--- config.mk ---
export PLATFORM = sky130hd
export DESIGN_NAME = pvma_cfg_regs
export DESIGN_NICKNAME = d
export VERILOG_FILES = /design/src/rtl/pvma_pkg.sv /design/src/rtl/pvma_cfg_regs.sv
export SDC_FILE = /design/constraint.sdc
export NUM_CORES = 1
export LEC_CHECK = 0
export BUFFER_PORTS_ARGS = -buffer_cell sky130_fd_sc_hd__buf_2
export CORE_MARGIN = 2
export CORE_UTILIZATION = 27
export CTS_CLUSTER_DIAMETER = 150
export CTS_CLUSTER_SIZE = 25
export DETAILED_ROUTE_END_ITERATION = 10
export PLACE_DENSITY_LB_ADDON = 0.12
export SYNTH_ARGS = -nofsm -noshare
export SYNTH_HDL_FRONTEND = slang
export SYNTH_SLANG_ARGS = --single-unit
--- constraint.sdc ---
create_clock -name clk_i -period 1.04 [get_ports clk_i]
set_input_delay 0.052 -clock clk_i [delete_from_list [all_inputs] [get_ports clk_i]]
set_output_delay 0.052 -clock clk_i [all_outputs]
set_load 0.02 [all_outputs]
--- src/rtl/pvma_pkg.sv ---
// shared types, register codes and helpers for the planar video memory access block
package pvma_pkg;

  // fixed field widths
  localparam int unsigned ADDR_W  = 16;
  localparam int unsigned REM_W   = ADDR_W + 4;
  localparam int unsigned PLANES  = 4;
  localparam int unsigned WORD_W  = 32;
  localparam int unsigned PADDR_W = 5;
  localparam int unsigned PDATA_W = 32;

  // register indexes on the config port
  localparam logic [2:0] REG_SET_RESET_VALUE   = 3'd0;
  localparam logic [2:0] REG_SET_RESET_ENABLE  = 3'd1;
  localparam logic [2:0] REG_COMPARE_COLOUR    = 3'd2;
  localparam logic [2:0] REG_COMPARE_DONT_CARE = 3'd3;
  localparam logic [2:0] REG_ROTATE_FUNCTION   = 3'd4;
  localparam logic [2:0] REG_MODE_SELECT       = 3'd5;
  localparam logic [2:0] REG_BIT_MASK          = 3'd6;
  localparam logic [2:0] REG_PLANE_WRITE_MASK  = 3'd7;

  // write modes, mode_select[1:0]
  typedef enum logic [1:0] {
    WM_CPU_DATA  = 2'd0,
    WM_LATCH     = 2'd1,
    WM_FILL      = 2'd2,
    WM_SET_RESET = 2'd3
  } wmode_e;

  // logic function, rotate_function[4:3]
  typedef enum logic [1:0] {
    LOP_REPLACE = 2'd0,
    LOP_AND     = 2'd1,
    LOP_OR      = 2'd2,
    LOP_XOR     = 2'd3
  } lop_e;

  // raw graphics controller registers
  typedef struct packed {
    logic [3:0] set_reset_value;
    logic [3:0] set_reset_enable;
    logic [3:0] compare_colour;
    logic [3:0] compare_dont_care;
    logic [4:0] rotate_function;
    logic [5:0] mode_select;
    logic [7:0] bit_mask;
    logic [3:0] plane_write_mask;
  } cfg_t;

  // rotate a byte right
  function automatic logic [7:0] ror8(input logic [7:0] v, input logic [2:0] n);
    logic [15:0] dbl;
    dbl = {v, v} >> n;
    return dbl[7:0];
  endfunction

endpackage

--- src/rtl/pvma_cfg_regs.sv ---
// graphics controller register file behind the apb-style config port
module pvma_cfg_regs (
  input  logic                          clk_i,
  input  logic                          rst_ni,
  input  logic                          psel,
  input  logic                          penable,
  input  logic                          pwrite,
  input  logic [pvma_pkg::PADDR_W-1:0]  paddr,
  input  logic [pvma_pkg::PDATA_W-1:0]  pwdata,
  output logic [pvma_pkg::PDATA_W-1:0]  prdata,
  output pvma_pkg::cfg_t                cfg_o
);
  import pvma_pkg::*;

  cfg_t       cfg_q;
  logic       wr_en;
  logic [2:0] reg_idx;

  assign wr_en   = psel && penable && pwrite;
  assign reg_idx = paddr[4:2];

  // register writes
  always_ff @(posedge clk_i or negedge rst_ni) begin
    if (!rst_ni) begin
      cfg_q <= '0;
    end else if (wr_en) begin
      case (reg_idx)
        REG_SET_RESET_VALUE:   cfg_q.set_reset_value   <= pwdata[3:0];
        REG_SET_RESET_ENABLE:  cfg_q.set_reset_enable  <= pwdata[3:0];
        REG_COMPARE_COLOUR:    cfg_q.compare_colour    <= pwdata[3:0];
        REG_COMPARE_DONT_CARE: cfg_q.compare_dont_care <= pwdata[3:0];
        REG_ROTATE_FUNCTION:   cfg_q.rotate_function   <= pwdata[4:0];
        REG_MODE_SELECT:       cfg_q.mode_select       <= pwdata[5:0];
        REG_BIT_MASK:          cfg_q.bit_mask          <= pwdata[7:0];
        REG_PLANE_WRITE_MASK:  cfg_q.plane_write_mask  <= pwdata[3:0];
        default: ;
      endcase
    end
  end

  // read back
  always_comb begin
    case (reg_idx)
      REG_SET_RESET_VALUE:   prdata = {28'd0, cfg_q.set_reset_value};
      REG_SET_RESET_ENABLE:  prdata = {28'd0, cfg_q.set_reset_enable};
      REG_COMPARE_COLOUR:    prdata = {28'd0, cfg_q.compare_colour};
      REG_COMPARE_DONT_CARE: prdata = {28'd0, cfg_q.compare_dont_care};
      REG_ROTATE_FUNCTION:   prdata = {27'd0, cfg_q.rotate_function};
      REG_MODE_SELECT:       prdata = {26'd0, cfg_q.mode_select};
      REG_BIT_MASK:          prdata = {24'd0, cfg_q.bit_mask};
      REG_PLANE_WRITE_MASK:  prdata = {28'd0, cfg_q.plane_write_mask};
      default:               prdata = '0;
    endcase
  end

  assign cfg_o = cfg_q;

endmodule

==> flow_summary.ini <==
[yosys]
syn-mean-instance-area_um2 = 12.8
yosysWarnings = 0
synthArstFlopShare_pct = 100
synth_cell_types = 29
synth_top_flop_cell = dfrtp_1
yosys.area_share.xor_xnor_pct = 0
synth_cells = 160
ys_seq_elements = 39
synth-seq-area-share_pct = 47.8
synth-edff-count = 0
synthTopCellsByArea = dfrtp_1, mux2_2, buf_4
synth-compound-area-share_pct = 5.02
synth_top_area_share_pct = 47.8
synthMuxAreaShare_pct = 28.6
synthSimpleGateAreaFrac_pct = 7.65
synthAdderAreaFrac_pct = 0
yosysTopAreaCell = dfrtp_1
syn_area_mm2 = 0.00204
synth_top_family_by_area = multiplexers

[clock_tree]
clock-sinks = 39
cts_buffer_depth = 2
cts_buffers = 5
clk_pin_slew_worst_paths_ns = 0.07
htree_num_levels = 2
cts_tree = yes
cts-root-buf = clkbuf_8
clock_latency_ns = 0.29

[timing]
fin_ws_ns = -0.424
finalSetupTns_ns = -1.88
slew_violations = 0
setup_viol = 9
hold_viol = 0
final.min_clock_period_ns = 1.46
period_share_pct = 141
clock_skew_ns = 0
clock.fmax_mhz = 683
rsz0062_at_grt = true

[final_layout]
ff_latch_area_um2 = 990
final_cell_mix = buf_4, buf_6, mux2_2
layout_commonest_cell = buf_4
multi_input_area_mm2 = 0.00101
fillers = 722
syn_to_final_growth_pct = 59.6
largest_reg_flops = 39
final_layout_size_suffix_gt1_share_pct = 68.3
diodes = 0
nets = 325

[routing]
wl_per_cell_um = 14.8
firstDrtPassIters = 4
ant_nets = 0
vias = 1613
routed_wl_mm = 5.66
drc_errors = 0
vias_per_cell = 4.21
drt_iter0_drc = 56

[setup_path]
critical_path_required_ns = 0.99
rr_endpoint = cfg_o[24]
rrSetupSlack_ns = 0.06
endpoint_kind = output port
r2r_start = cfg_o[24]
cp_data_arrival_time_ns = 1.41
critPathLaunchType = flop
worstRegToRegCells = 3
startpoint = cfg_o[26]
crit_path_max_fanout = 2
crit_path_end = prdata[3]
worstSetupPathType = flop to output port

[placement]
portBuffers = 62
place_congestion = 0.706
hpwlAfterDp_mm = 4.20

[die]
io_pins = 113
core-area_mm2 = 0.00729
die_area_mm2 = 0.00828
fp.dieH_um = 91.0
rows = 31
initial_utilization_pct = 28.0
chipWidth_um = 91.0

[global_route]
use_met1_pct = 18.6
met2_usage_pct = 21.4
grt_max_degree = 28
gr-total-overflow = 0
first_global_vias = 1641
use_met3_pct = 2.66
grt_pass1_wl_mm = 8.65
antenna_found_initial = 0
gr-max-usage-layer = met2
grt_use_total_pct = 13.5

[power]
p_per_area_mw_per_mm2 = 1660
ir_drop_mv = 0.961
leakage_nw = 1.61
total_power_mw = 5.41

[run_status]
violations = setup timing
outcome = complete, but fails checks

[min_path]
hold_class = input pin to flop

[flow_run]
drv_cap = 0
[layout make-up]
| class | instances | area share (%) |
|---|---|---|
| clock inverter | 1 | 0.153 |
| clock buffer | 7 | 2.34 |
| tap | 99 | 3.80 |
| sequential | 39 | 30.4 |
| timing repair buffer | 121 | 31.9 |
| multi-input combinational | 113 | 31.1 |
| inverter | 3 | 0.345 |
[per-stage QoR]
step / area, um2 / hold slack [ns] / utilization (%) / worst slack [ns] / std cells
4_1_cts: 3040 / 0.0145 / 41.7 / -0.462 / 383
2_1_floorplan: 2190 / -0.244 / - / -0.0767 / 183
5_1_grt: 3260 / 0.0234 / 44.7 / -0.509 / 383
6_report: 3260 / 0.0318 / 44.7 / -0.424 / 383
3_3_place_gp: 2810 / -0.0265 / 38.5 / -0.248 / 366
3_5_place_dp: 2810 / -0.0279 / 38.5 / -0.260 / 366
[synth_stat cells (3+ instances only)]
master,instances
mux2i_1,13
o22a_1,3
a221oi_1,3
nor2b_1,4
nor2_1,5
buf_4,25
mux2_2,35
dfrtp_1,39
o22ai_1,4
mux2_4,4
inv_1,3
[critical path, cell delays in order, from the launching register on]
cell and delay [ns]:
dfrtp_2 0.40, mux2i_1 0.15, o22ai_1 0.11, o32a_1 0.32, buf_6 0.14
[logic make-up after synthesis]
family                 count (synthesis)
AND/OR/NAND/NOR                       24
flip-flops                            39
other                                  1
buffers and inverters                 31
multiplexers                          52
AO/OA/AOI/OAI                         13
[worst min-delay path by stage]
| stage | start | endpoint | slack (ns) | cells after the start |
|---|---|---|---|---|
| final | pwdata[4] | cfg_o[8] | 0.03 | 2 |
| after global routing | pwdata[4] | cfg_o[8] | 0.02 | 2 |
| after CTS | pwdata[4] | cfg_o[16] | 0.01 | 2 |
| after detailed placement | rst_ni | cfg_o[4] | -0.03 | 1 |
| after global placement | rst_ni | cfg_o[4] | -0.03 | 1 |
| after floorplan | rst_ni | cfg_o[0] | -0.24 | 0 |
[per-layer routing]
metal | routed length [um] | vias to the layer above
met2 | 2650 | 56
met5 | 0 | -
met3 | 269 | 6
li1 | - | 779
met1 | 2680 | 772
met4 | 64 | 0
[what timing repair did]
action,CTS,global route
gates resized for setup,22,69
endpoints found under the hold margin,43,0
gates cloned,0,0
hold buffers,4,0
endpoints found under the setup margin,10,33
pin swaps,6,8
buffers inserted,5,9
[where the power goes]
group | internal, mW | switching, mW
Sequential | 1.83 | 0.191
Combinational | 1.30 | 1.11
Clock | 0.471 | 0.506
Total | 3.60 | 1.81
No activity file was read; power rests on OpenSTA's default activity.
