File: config.mk
export PLATFORM = sky130hd
export DESIGN_NAME = pvma_write_unit
export DESIGN_NICKNAME = d
export VERILOG_FILES = /design/src/rtl/pvma_pkg.sv /design/src/rtl/pvma_write_unit.sv
export SDC_FILE = /design/constraint.sdc
export NUM_CORES = 1
export LEC_CHECK = 0
export BUFFER_PORTS_ARGS = -buffer_cell sky130_fd_sc_hd__buf_2
export CORE_UTILIZATION = 25
export DETAILED_ROUTE_END_ITERATION = 8
export PLACE_DENSITY = 0.55
export RECOVER_POWER = 100
export SETUP_SLACK_MARGIN = 0.3
export SLEW_MARGIN = 10
export SYNTH_ARGS = -nofsm -noshare
export SYNTH_HDL_FRONTEND = slang
export SYNTH_SLANG_ARGS = --single-unit
File: constraint.sdc
create_clock -name vclk -period 4.4
set_input_delay 0.66 -clock vclk [all_inputs]
set_output_delay 0.66 -clock vclk [all_outputs]
set_load 0.02 [all_outputs]
File: src/rtl/pvma_pkg.sv
// shared types, register codes and helpers for the planar video memory access block
package pvma_pkg;

  // fixed field widths
  localparam int unsigned ADDR_W  = 16;
  localparam int unsigned REM_W   = ADDR_W + 4;
  localparam int unsigned PLANES  = 4;
  localparam int unsigned WORD_W  = 32;
  localparam int unsigned PADDR_W = 5;
  localparam int unsigned PDATA_W = 32;

  // register indexes on the config port
  localparam logic [2:0] REG_SET_RESET_VALUE   = 3'd0;
  localparam logic [2:0] REG_SET_RESET_ENABLE  = 3'd1;
  localparam logic [2:0] REG_COMPARE_COLOUR    = 3'd2;
  localparam logic [2:0] REG_COMPARE_DONT_CARE = 3'd3;
  localparam logic [2:0] REG_ROTATE_FUNCTION   = 3'd4;
  localparam logic [2:0] REG_MODE_SELECT       = 3'd5;
  localparam logic [2:0] REG_BIT_MASK          = 3'd6;
  localparam logic [2:0] REG_PLANE_WRITE_MASK  = 3'd7;

  // write modes, mode_select[1:0]
  typedef enum logic [1:0] {
    WM_CPU_DATA  = 2'd0,
    WM_LATCH     = 2'd1,
    WM_FILL      = 2'd2,
    WM_SET_RESET = 2'd3
  } wmode_e;

  // logic function, rotate_function[4:3]
  typedef enum logic [1:0] {
    LOP_REPLACE = 2'd0,
    LOP_AND     = 2'd1,
    LOP_OR      = 2'd2,
    LOP_XOR     = 2'd3
  } lop_e;

  // raw graphics controller registers
  typedef struct packed {
    logic [3:0] set_reset_value;
    logic [3:0] set_reset_enable;
    logic [3:0] compare_colour;
    logic [3:0] compare_dont_care;
    logic [4:0] rotate_function;
    logic [5:0] mode_select;
    logic [7:0] bit_mask;
    logic [3:0] plane_write_mask;
  } cfg_t;

  // rotate a byte right
  function automatic logic [7:0] ror8(input logic [7:0] v, input logic [2:0] n);
    logic [15:0] dbl;
    dbl = {v, v} >> n;
    return dbl[7:0];
  endfunction

endpackage

File: src/rtl/pvma_write_unit.sv
// per-plane write data: write mode, set/reset, rotate, logic function and bit mask
module pvma_write_unit (
  input  pvma_pkg::cfg_t                 cfg_i,
  input  logic [pvma_pkg::WORD_W-1:0]    latch_i,
  input  logic [7:0]                     cpu_i,
  output logic [pvma_pkg::WORD_W-1:0]    wdata_o
);
  import pvma_pkg::*;

  wmode_e     wmode;
  lop_e       lop;
  logic [7:0] rot;

  assign wmode = wmode_e'(cfg_i.mode_select[1:0]);
  assign lop   = lop_e'(cfg_i.rotate_function[4:3]);
  assign rot   = ror8(cpu_i, cfg_i.rotate_function[2:0]);

  // one plane byte per lane
  always_comb begin
    logic [7:0] lat;
    logic [7:0] v;
    logic [7:0] msk;
    logic [7:0] r;
    for (int p = 0; p < PLANES; p++) begin
      lat = latch_i[8*p +: 8];
      msk = cfg_i.bit_mask;
      // value entering the logic step
      case (wmode)
        WM_CPU_DATA: begin
          v = cfg_i.set_reset_enable[p] ? {8{cfg_i.set_reset_value[p]}} : rot;
        end
        WM_FILL: begin
          v = {8{cpu_i[p]}};
        end
        WM_SET_RESET: begin
          v   = {8{cfg_i.set_reset_value[p]}};
          msk = rot & cfg_i.bit_mask;
        end
        default: begin
          v = lat;
        end
      endcase
      // logic function against the latch
      case (lop)
        LOP_AND: r = v & lat;
        LOP_OR:  r = v | lat;
        LOP_XOR: r = v ^ lat;
        default: r = v;
      endcase
      if (wmode == WM_LATCH) begin
        wdata_o[8*p +: 8] = lat;
      end else begin
        wdata_o[8*p +: 8] = (r & msk) | (lat & ~msk);
      end
    end
  end

endmodule

==> results of run 1 <==
[report_power, final]
| part | internal, uW | switching, uW |
|---|---|---|
| logic | 180 | 316 |
| registers | 0 | 0 |
| clock network | 0 | 0 |
| total | 180 | 316 |
[per-stage QoR]
stage	hold slack, ns	cell area (sq um)
2_1_floorplan	1.48	2730
3_3_place_gp	1.68	3350
5_1_grt	1.70	3290
3_5_place_dp	1.68	3350
4_1_cts	1.68	3350
6_report	1.68	3290
[Yosys cell counts, types with 3 or more instances]
master,number
buf_2,5
nand2_1,58
and3_1,5
a211oi_1,10
mux2i_1,8
a22oi_1,21
a32oi_1,14
a221oi_2,5
a221o_1,12
ha_1,32
a22oi_2,3
o21ai_1,8
clkbuf_1,23
a21oi_1,40
a31oi_1,4
o22ai_1,5
a221oi_1,6
o21ai_0,62
nand3_1,8
inv_1,38
mux4_2,5
o22a_1,12
nor2_1,36
[critical path: stages]
cell	delay, ns
buf_2	0.19
inv_1	0.08
buf_4	0.21
o32ai_1	0.35
clkbuf_1	0.41
a211oi_1	0.15
ha_1	0.31
nand2_1	0.05
a21oi_1	0.20
o21ai_0	0.10
a22oi_1	0.26
clkbuf_1	0.26
[worst paths after layout]
check,from,end,depth (start not counted)
worst max-delay path,cfg_i[13],wdata_o[7],12
worst min-delay path,latch_i[5],wdata_o[5],4
[area by class of cell]
class,count,area (sq um)
Fill cell,1231,7170
Inverter,39,146
Multi-Input combinational cell,365,2440
Tap cell,136,170
Timing Repair Buffer,108,539
[layer usage]
metal | vias up | GRT usage (%) | routed length (microns)
met5 | - | 0 | 0
met4 | 0 | 3.62 | 170
met3 | 14 | 1.66 | 1010
met2 | 226 | 31.6 | 5080
met1 | 1797 | 26.4 | 4920
li1 | 1817 | - | -
[cells by family (layout without fill, tap and decap cells)]
family / Yosys count / count (layout)
adders and majority gates: 32 / 32
buffers and inverters: 69 / 147
muxes: 13 / 13
AOI/OAI and AO/OA: 207 / 207
and+or+nand+nor: 113 / 113
[cell usage in the layout (no fill, tap or decap), types with 2 or more instances in the layout]
master,count
a221oi_1,10
mux4_2,5
a221o_1,12
and3_1,5
buf_4,12
ha_1,32
a22oi_1,21
o22a_1,12
o22ai_1,5
mux2i_1,8
a31oi_1,4
o21ai_1,8
clkbuf_1,25
nor2b_1,2
o21ai_0,62
nand2_1,57
nor2_1,36
a32oi_1,14
buf_2,71
a21oi_1,40
a22oi_2,3
inv_1,38
nand3_1,8
a211oi_1,10
==> impl_metrics.csv, run 1 <==
group,metric,value,unit
run_status,status,"finished clean",
placed_design,portBuffers,95,
yosys,synth_area_leaders,"ha_1 (15%), o21ai_0 (11%), nand2_1 (8.0%)",
worst_setup_path,cp_data_arrival_time,3.25,ns
yosys,synth_compound_area_share,51.3,%
final_layout,final_util,31.5,%
route,post_drt_wl_per_cell,17.2,microns
final_layout,final_cells,648,
timing,hold_violations,0,
placed_design,place.gp.congestion,0.787,
yosys,synth_top_family_by_area,"compound AO/OA/AOI/OAI gates",
yosys,synth_simple_gate_area_share,16.9,%
worst_setup_path,cp-start-kind,"input port",
yosys,syn_avg_cell_area,6.30,sq um
final_layout,nNetsFinal,625,
global_route,grt-ovfl-total,0,
yosys,synth_xor_area_share,0,%
timing,fmax,256,MHz
worst_setup_path,critPathRequiredTime,3.74,ns
global_route,track_usage,18.9,%
yosys,syn_area,2730,sq um
yosys,ys_seq_area_share,0,%
global_route,grt_pass1_vias,3619,
yosys,synth_cell_types,36,
timing,rsz0062_at_grt,"no",
placed_design,placedCellCount,648,
power_and_ir_drop,leakagePower,0.00153,uW
power_and_ir_drop,ir_drop,53.3,uV
yosys,muxShareOfSynthArea,7.05,%
yosys,synth_warnings,0,
yosys,synthCells,434,
route,final_antenna_net_count,0,
timing,drv_slew,0,
final_layout,seq_cell_count,0,
final_layout,clock_buffers,0,
timing,setup_viol,0,
cts,holdBufCountCts,0,
route,vias,3854,
route,first_iter_violations,291,
floorplan,dieArea,11400,sq um
worst_setup_path,end_kind,"primary output",
global_route,grt_pass1_wl,17700,microns
worst_hold_path,hold_path.class,"in2out",
route,via_per_inst,5.95,
global_route,antenna_found_initial,0,
yosys,yosysTopAreaCellShare,14.7,%
floorplan,chipHeight,107,microns
power_and_ir_drop,p_total,496,uW
power_and_ir_drop,power_density,151,nW/um^2
placed_design,dp_worst_setup_slack,0.605,ns
cts,cts_resized,0,
job,drv_cap,0,
route,dr.pass1.iters,5,
timing,slew_headroom,48.9,%
route,route.detailed.drc,0,
placed_design,dp_hpwl,8450,microns
global_route,grt_max_degree,37,
final_layout,ff_latch_area,0,sq um
timing,finalCritPeriodShare,88.8,%
floorplan,start_util,26.1,%
floorplan,io_pins,111,
floorplan,rows,37,
timing,setup_tns,0,ns
timing,layout_min_cycle_time,3.91,ns
final_layout,antenna_cells,0,
worst_setup_path,crit_fanout,20,
final_layout,drive_gt1_share,19.1,%
yosys,yosysTopAreaCell,"ha_1",
final_layout,areaGrowthSynthToFinish,20.5,%
timing,worstMarginPinSlew,0.767,ns
yosys,synthAdderAreaFrac,14.7,%
floorplan,die_w,107,microns
route,wirelength,11200,microns
floorplan,core_region_area,10500,sq um
worst_setup_path,path_class,"in2out",
cts,cts_setup_buffers,0,
timing,setup_ws,0.495,ns
yosys,syn_nets,545,
No activity file was read; power rests on OpenSTA's default activity.
==> run 2, diff against run 1 <==
--- a/config.mk
+++ b/config.mk
@@ -5,10 +5,12 @@
 export SDC_FILE = /design/constraint.sdc
 export NUM_CORES = 1
 export LEC_CHECK = 0
-export BUFFER_PORTS_ARGS = -buffer_cell sky130_fd_sc_hd__buf_2
+export BUFFER_PORTS_ARGS = -buffer_cell sky130_fd_sc_hd__clkbuf_2
+export CELL_PAD_IN_SITES_DETAIL_PLACEMENT = 1
+export CELL_PAD_IN_SITES_GLOBAL_PLACEMENT = 1
 export CORE_UTILIZATION = 25
 export DETAILED_ROUTE_END_ITERATION = 8
-export PLACE_DENSITY = 0.55
+export PLACE_DENSITY = 0.73
 export RECOVER_POWER = 100
 export SETUP_SLACK_MARGIN = 0.3
 export SLEW_MARGIN = 10
==> run 2 against run 1 <==
Sequential share of layout area unchanged. Maximum frequency down 2.8%. Design area up 2.0%. Global-route usage up 1.6 points. Final cell count up 1.1%. Largest power group unchanged.
==> impl_metrics.csv, run 2 (synthesis gave the netlist of run 1 again) <==
group,metric,value,unit
placed_design,place.gp.congestion,0.829,
route,first_iter_violations,218,
worst_setup_path,crit_path_start,"cfg_i[13]",
final_layout,final_common_cell,"clkbuf_2",
worst_setup_path,critPathBufInv,6,
worst_hold_path,holdPathStages,4,
global_route,grt_pass1_wl,19100,microns
floorplan,rows,37,
worst_setup_path,crit_fanout,19,
placed_design,portBuffers,95,
timing,rsz0062_at_grt,"no",
route,dr.max_layer_used,"met4",
global_route,antenna_found_initial,0,
worst_setup_path,path_class,"in2out",
power_and_ir_drop,pwr-share-comb,100.0,%
final_layout,areaGrowthSynthToFinish,22.9,%
timing,slew_headroom,48.0,%
route,route.detailed.drc,0,
route,wl_met3,640,microns
global_route,track_usage,20.5,%
final_layout,drive_gt1_share,21.4,%
power_and_ir_drop,switching_share,64.0,%
worst_setup_path,critPathSlowestCell,"clkbuf_2",
power_and_ir_drop,clockPowerShare,0,%
final_layout,antenna_cells,0,
worst_setup_path,slowest_delay,0.35,ns
worst_setup_path,critPathRequiredTime,3.74,ns
job,drv_cap,0,
floorplan,start_util,26.1,%
route,wirelength,12200,microns
route,vias,3903,
placed_design,dp_hpwl,9660,microns
run_status,status,"finished clean",
final_layout,ff_latch_area,0,sq um
timing,setup_viol,0,
worst_setup_path,cp_top_family,"buffers and inverters",
worst_setup_path,end_kind,"primary output",
placed_design,dp_worst_setup_slack,0.494,ns
power_and_ir_drop,leakagePower,0.00159,uW
power_and_ir_drop,power.internal,186,uW
floorplan,core_region_area,10500,sq um
route,via_per_inst,5.96,
power_and_ir_drop,power_density,154,nW/um^2
timing,fmax,249,MHz
worst_setup_path,cpMostUsedCell,"clkbuf_2",
worst_setup_path,cp_data_arrival_time,3.36,ns
route,dr_wl_met2,5910,microns
power_and_ir_drop,ir_drop,54.4,uV
timing,layout_min_cycle_time,4.02,ns
route,met1_length,5460,microns
floorplan,io_pins,111,
final_layout,num-fill-cells,1402,
global_route,grt-ovfl-total,0,
floorplan,dieArea,11400,sq um
route,final_antenna_net_count,0,
worst_hold_path,hold_path.class,"in2out",
power_and_ir_drop,power_switching,330,uW
route,post_drt_wl_per_cell,18.6,microns
final_layout,final_cell_mix,"clkbuf_2 (76), o21ai_0 (62), nand2_1 (58)",
global_route,grt_max_degree,34,
global_route,grt_pass1_vias,3932,
timing,worstMarginPinSlew,0.777,ns
final_layout,clock_buffers,0,
final_layout,nNetsFinal,632,
worst_hold_path,min_from,"latch_i[6]",
worst_setup_path,worstPathCellList,"clkbuf_2 > clkinvlp_2 > clkbuf_2 > a211oi_1 > buf_4 > a221o_1 > inv_1 > ha_1 > nand2_1 > nand2_1 > o21ai_0 > a22oi_1 > o22a_1 > clkbuf_2",
timing,setup_tns,0,ns
power_and_ir_drop,seqPwrFrac,0,%
floorplan,chipHeight,107,microns
timing,finalCritPeriodShare,91.3,%
timing,drv_slew,0,
timing,hold_violations,0,
floorplan,die_w,107,microns
final_layout,seq_cell_count,0,
route,dr.pass1.iters,5,
timing,setup_ws,0.383,ns
worst_setup_path,cp-start-kind,"input port",
worst_setup_path,path_depth,14,
-- run 2: cell types whose count changed in the layout (fill, tap and decap cells not counted), moves of 2 or more --
cell	previous run	this run
clkbuf_1	25	21
clkbuf_2	0	76
buf_4	12	18
a221oi_1	10	8
a221oi_2	1	3
buf_2	71	0
-- run 2: path summary, 6_finish.rpt --
| kind | slack [ns] | endpoint |
|---|---|---|
| worst max-delay path | 0.38 | wdata_o[22] |
| worst min-delay path | 1.67 | wdata_o[6] |
-- run 2: cell type report --
class	instances	area, sq um	area share (%)
Inverter	39	148	4.40
Multi-Input combinational cell	365	2450	72.8
Tap cell	136	170	5.07
Timing Repair Buffer	115	594	17.7
-- run 2: power groups by stage --
stage	Clock, uW	Combinational, uW	Sequential [uW]
after floorplan	0	341	0
after global placement	0	484	0
after detailed placement	0	515	0
after CTS	0	518	0
after global routing	0	565	0
final	0	516	0
-- run 2: stage by stage --
stage                     total power, uW  hold slack [ns]  utilization [%]  instances  cell area (sq um)
after CTS                             518             1.68             32.2        651               3370
after global placement                484             1.68             32.2        651               3370
after floorplan                       341             1.48                -        434               2730
after global routing                  565             1.70             32.1        655               3360
final                                 516             1.67             32.1        655               3360
after detailed placement              515             1.67             32.2        651               3370
-- run 2: timing repair --
item	CTS	global route
resized for setup	0	1
buffers inserted	0	4
endpoints found under the setup margin	0	5
hold buffers	0	0
-- run 2: metal layers --
layer  vias up  track usage [%]
met5         -                0
met4         0             4.60
met3        16             1.04
met2       156             36.9
met1      1903             26.7
li1       1828                -
-- run 2: worst min-delay path, stage by stage --
cell	delay [ns]
clkbuf_2	0.10
inv_1	0.05
a32oi_1	0.05
clkbuf_2	0.15
